### src/hw/rtl/string_key_merge_sorter_top_defines.svh
// Assertion macros used by the string key merge sorter datapath.
`ifndef STRING_KEY_MERGE_SORTER_TOP_DEFINES_SVH
`define STRING_KEY_MERGE_SORTER_TOP_DEFINES_SVH

// The consequent must hold in the same cycle as the antecedent.
`define SKMS_ASSERT_HOLD(name, ante, cons, msg) \
  name: assert property (@(posedge clk) disable iff (rst) (ante) |-> (cons)) \
    else $error(msg);

// The consequent must hold in the cycle after the antecedent.
`define SKMS_ASSERT_NEXT(name, ante, cons, msg) \
  name: assert property (@(posedge clk) disable iff (rst) (ante) |=> (cons)) \
    else $error(msg);

`endif

### src/hw/rtl/skms_pkg.sv
// Package with shared types and constants of the string key merge sorter.
package skms_pkg;

  localparam int KEY_BITS      = 40;
  localparam int CAPACITY_DEF  = 64;
  localparam int KEY_CHARS_DEF = 5;

  typedef logic [KEY_BITS-1:0] key_t;

  typedef enum logic [2:0] {
    ST_LOAD,
    ST_SETUP,
    ST_MERGE_INIT,
    ST_MERGE,
    ST_EMIT_INIT,
    ST_EMIT
  } ctrl_state_t;

  typedef struct packed {
    logic in_open;
    logic store;
    logic sort_begin;
    logic merge_init;
    logic merge_step;
    logic emit_init;
    logic emit_step;
    logic run_clear;
  } cmd_t;

  typedef struct packed {
    logic in_valid;
    logic in_last;
    logic out_full;
    logic out_ready;
    logic sorted;
    logic merge_last;
    logic emit_more;
  } stat_t;

endpackage

### src/hw/rtl/skms_ctrl.sv
// Controller state machine that sequences loading, merge passes and output.
module skms_ctrl (
  input  logic           clk,
  input  logic           rst,
  input  skms_pkg::stat_t stat,
  output skms_pkg::cmd_t  cmd
);
  import skms_pkg::*;

  ctrl_state_t state, state_next;

  always_ff @(posedge clk) begin
    if (rst) begin
      state <= ST_LOAD;
    end else begin
      state <= state_next;
    end
  end

  always_comb begin
    state_next = state;
    cmd        = '0;
    case (state)
      ST_LOAD: begin
        cmd.in_open = 1'b1;
        if (stat.in_valid) begin
          cmd.store = 1'b1;
          if (stat.in_last) begin
            cmd.sort_begin = 1'b1;
            state_next     = ST_SETUP;
          end
        end
      end
      ST_SETUP: begin
        state_next = stat.sorted ? ST_EMIT_INIT : ST_MERGE_INIT;
      end
      ST_MERGE_INIT: begin
        cmd.merge_init = 1'b1;
        state_next     = ST_MERGE;
      end
      ST_MERGE: begin
        cmd.merge_step = 1'b1;
        if (stat.merge_last) begin
          state_next = ST_SETUP;
        end
      end
      ST_EMIT_INIT: begin
        cmd.emit_init = 1'b1;
        state_next    = ST_EMIT;
      end
      ST_EMIT: begin
        if (stat.emit_more) begin
          cmd.emit_step = !stat.out_full || stat.out_ready;
        end else begin
          cmd.run_clear = 1'b1;
          state_next    = ST_LOAD;
        end
      end
      default: begin
        state_next = ST_LOAD;
      end
    endcase
  end

endmodule

### config.mk
export PLATFORM = sky130hd
export DESIGN_NAME = skms_ctrl
export DESIGN_NICKNAME = d
export VERILOG_FILES = /design/src/hw/rtl/string_key_merge_sorter_top_defines.svh /design/src/hw/rtl/skms_pkg.sv /design/src/hw/rtl/skms_ctrl.sv
export SDC_FILE = /design/constraint.sdc
export NUM_CORES = 1
export LEC_CHECK = 0
export ABC_AREA = 1
export BUFFER_PORTS_ARGS = -buffer_cell sky130_fd_sc_hd__buf_2
export CORE_AREA = 2 2 39 41
export DETAILED_ROUTE_END_ITERATION = 7
export DIE_AREA = 0 0 41 43
export GPL_TIMING_DRIVEN = 0
export PLACE_DENSITY_LB_ADDON = 0.08
export SKIP_LAST_GASP = 1
export SLEW_MARGIN = 20
export SYNTH_ARGS = -nofsm -noshare
export SYNTH_HDL_FRONTEND = slang
export SYNTH_SLANG_ARGS = --single-unit
### constraint.sdc
create_clock -name clk -period 1.1 [get_ports clk]
set_input_delay 0.055 -clock clk [delete_from_list [all_inputs] [get_ports clk]]
set_output_delay 0.055 -clock clk [all_outputs]
set_load 0.02 [all_outputs]
==> summary.txt <==
Status -> finished, violations left
Failing checks -> setup timing
Clock-pin slew on the worst setup and hold paths -> 40 ps
Clk_skew -> 0.968 ps
Post-Syn Instances -> 41
Min Tclk post-route -> 1110 ps
Vias/cell -> 4.00
Crit Reg-Reg Endpoint -> state[0]
Setup CP Type -> reg -> out
Die X-Extent -> 41 µm
Largest net degree at the start of global routing -> 8
Max reg flops -> 3
Pwr dens -> 1500 nW/µm²
Antenna diodes -> 0
GRT Total Usage -> 0.0843
Launch point of the worst path -> state[1]
Clock tree from TritonCTS -> built
Drt drc -> 0
Num CTS Buffers -> 3
Data arrival, critical path -> 1050 ps
Syn_area_per_cell -> 5.52 µm²
CP Cell Sequence -> inv_4 > nand4_1 > a21oi_1 > buf_4
Slowest-stage cell, CP -> dfxtp_4
Combinational Power Share -> 0.449
Worst-Margin Slew -> 191 ps
Cell Area, Synth -> 226 µm²
Sw frac -> 0.395
Die H -> 43 µm
# setup viols final -> 1
I/O Buffers -> 16
Reg power frac -> 0.262
Largest stage delay, worst path -> 360 ps
Root cell of the clock tree -> clkbuf_4
GRT overflow -> 0
Distinct cells, synth -> 11
First-pass GRT wire length -> 986 µm
Fin crit share -> 1.01
Synth Net Count -> 50
Worst Path Max Fanout -> 5
Switching power -> 0.258 mW
Starting Density -> 0.164
Final nets -> 74
Post-synthesis register bit count -> 3
Drt initial violations -> 3
Die area -> 1760 µm²
Most flop-heavy register -> state
Critical path required time -> 1040 ps
Largest regs -> state: 3 flops
Hold slack -> 73.4 ps
Reg2reg setup slack -> 60 ps
DRT Pass-1 Iters -> 4
DP HPWL -> 487 µm
Hold Vio Cnt, Final -> 0
Internal Pwr Total -> 0.395 mW
RSZ-0062 raised after global routing -> yes
H-Tree Depth -> 1
Core area -> 1380 µm²
Antenna-violating nets left -> 0
Vias in the first global route -> 271
Sequential cell area fraction in the yosys report -> 0.265
Clock Path Buffers -> 2
Row count -> 14
HP Class -> in -> reg
Critical Path End -> cmd[1]
Synthesis warning total -> 0
R2R depth -> 6
Critical R2R Launch -> state[1]
Fin cells -> 80
Worst Slack Setup Final -> -9.85 ps
Leakage -> 0.256 nW
Fmax -> 0.901 GHz
DRT Wirelength -> 661 µm
Via count -> 320
Maximum Capacitance Violations -> 0
Share of cells above drive strength 1 -> 0.531
Most common cell after layout, fill and taps aside -> buf_2
Most frequent cells in the layout -> buf_2 (11), inv_1 (10), nand2_1 (7), buf_4 (7)
RePlAce Congestion -> 0.670
Dpl cells -> 73
Maximum VDD drop -> 533 µV
Clk_lat worst skew -> 230 ps
Max_slew headroom -> 0.872
Clock sink total -> 3
Crit start category -> flip-flop
Initial antenna violation count -> 0
# IOs -> 17
Final Slew Violations -> 0
Clock power frac -> 0.290
Worst setup EP type -> output pin
Area grow syn2layout -> 91.7%
Drt wl/cell -> 8.26 µm
kinds of logic after synthesis:
group | share of synthesized area
DFF | 0.265
AOI/OAI and AO/OA | 0.0442
and+or+nand+nor | 0.492
buffers and inverters | 0.199
routing by layer:
metal  vias to the layer above  share of wire  global-route usage
met5                         -              0                   0
met4                         0              0              0.0600
met3                         0          0.064              0.0314
met2                         7           0.54               0.122
met1                       140           0.39              0.0962
li1                        173              -                   -
how the worst min path moves through the flow:
stage	startpoint	endpoint	slack [ps]	depth (start not counted)
floorplan	stat[0]	cmd[0]	160	1
global placement	rst	state[1]	330	4
detailed placement	rst	state[2]	330	4
CTS	rst	state[1]	70	4
global route	rst	state[1]	110	4
finish	rst	state[1]	70	4
cells in the mapped netlist:
cell | n | share of area
a21oi_1 | 1 | 0.022
nor2_1 | 6 | 0.099
nand3_1 | 4 | 0.088
nand4_1 | 3 | 0.083
nand3b_1 | 1 | 0.033
nor2_2 | 1 | 0.028
dfxtp_1 | 3 | 0.27
nor4_1 | 1 | 0.028
nand2_1 | 8 | 0.13
inv_1 | 12 | 0.20
o21ai_0 | 1 | 0.022
critical path, delay by kind of cell (launching register included):
family / cells / cell delay [ps]
buf+inv: 2 / 210
compound gates: 1 / 140
flops: 1 / 360
simple gates: 1 / 110
through the flow:
stage	cell area, µm²	worst slack [ps]	util	power [mW]	setup TNS, ps
2_1_floorplan	233	4.07	-	0.314	0
3_3_place_gp	333	29.5	0.241	0.398	0
3_5_place_dp	333	88.2	0.241	0.388	0
4_1_cts	410	-13.7	0.297	0.633	-27.0
5_1_grt	434	-56.2	0.314	0.713	-268
6_report	434	-9.85	0.314	0.653	-9.85
repair_timing:
action / in CTS / in global routing
pin swaps: 2 / 1
resized for setup: 15 / 7
endpoints found under the setup margin: 7 / 8
hold buffers: 0 / 0
buffers inserted: 3 / 1
power groups by stage:
stage	Clock, mW	Sequential, mW	Combinational (mW)
2_1_floorplan	0	0.148	0.166
3_3_place_gp	0	0.157	0.240
3_5_place_dp	0	0.154	0.233
4_1_cts	0.204	0.164	0.264
5_1_grt	0.213	0.174	0.327
6_report	0.189	0.171	0.293
final cells by class:
class / instances / area, µm²
clock buffers: 4 / 26.3
fillers: 160 / 950
inverters: 12 / 50.0
multi-input cells: 26 / 148
flip-flops and latches: 3 / 71.3
well taps: 16 / 20.0
repair buffers: 19 / 119
(Power assumes the default switching activity.)
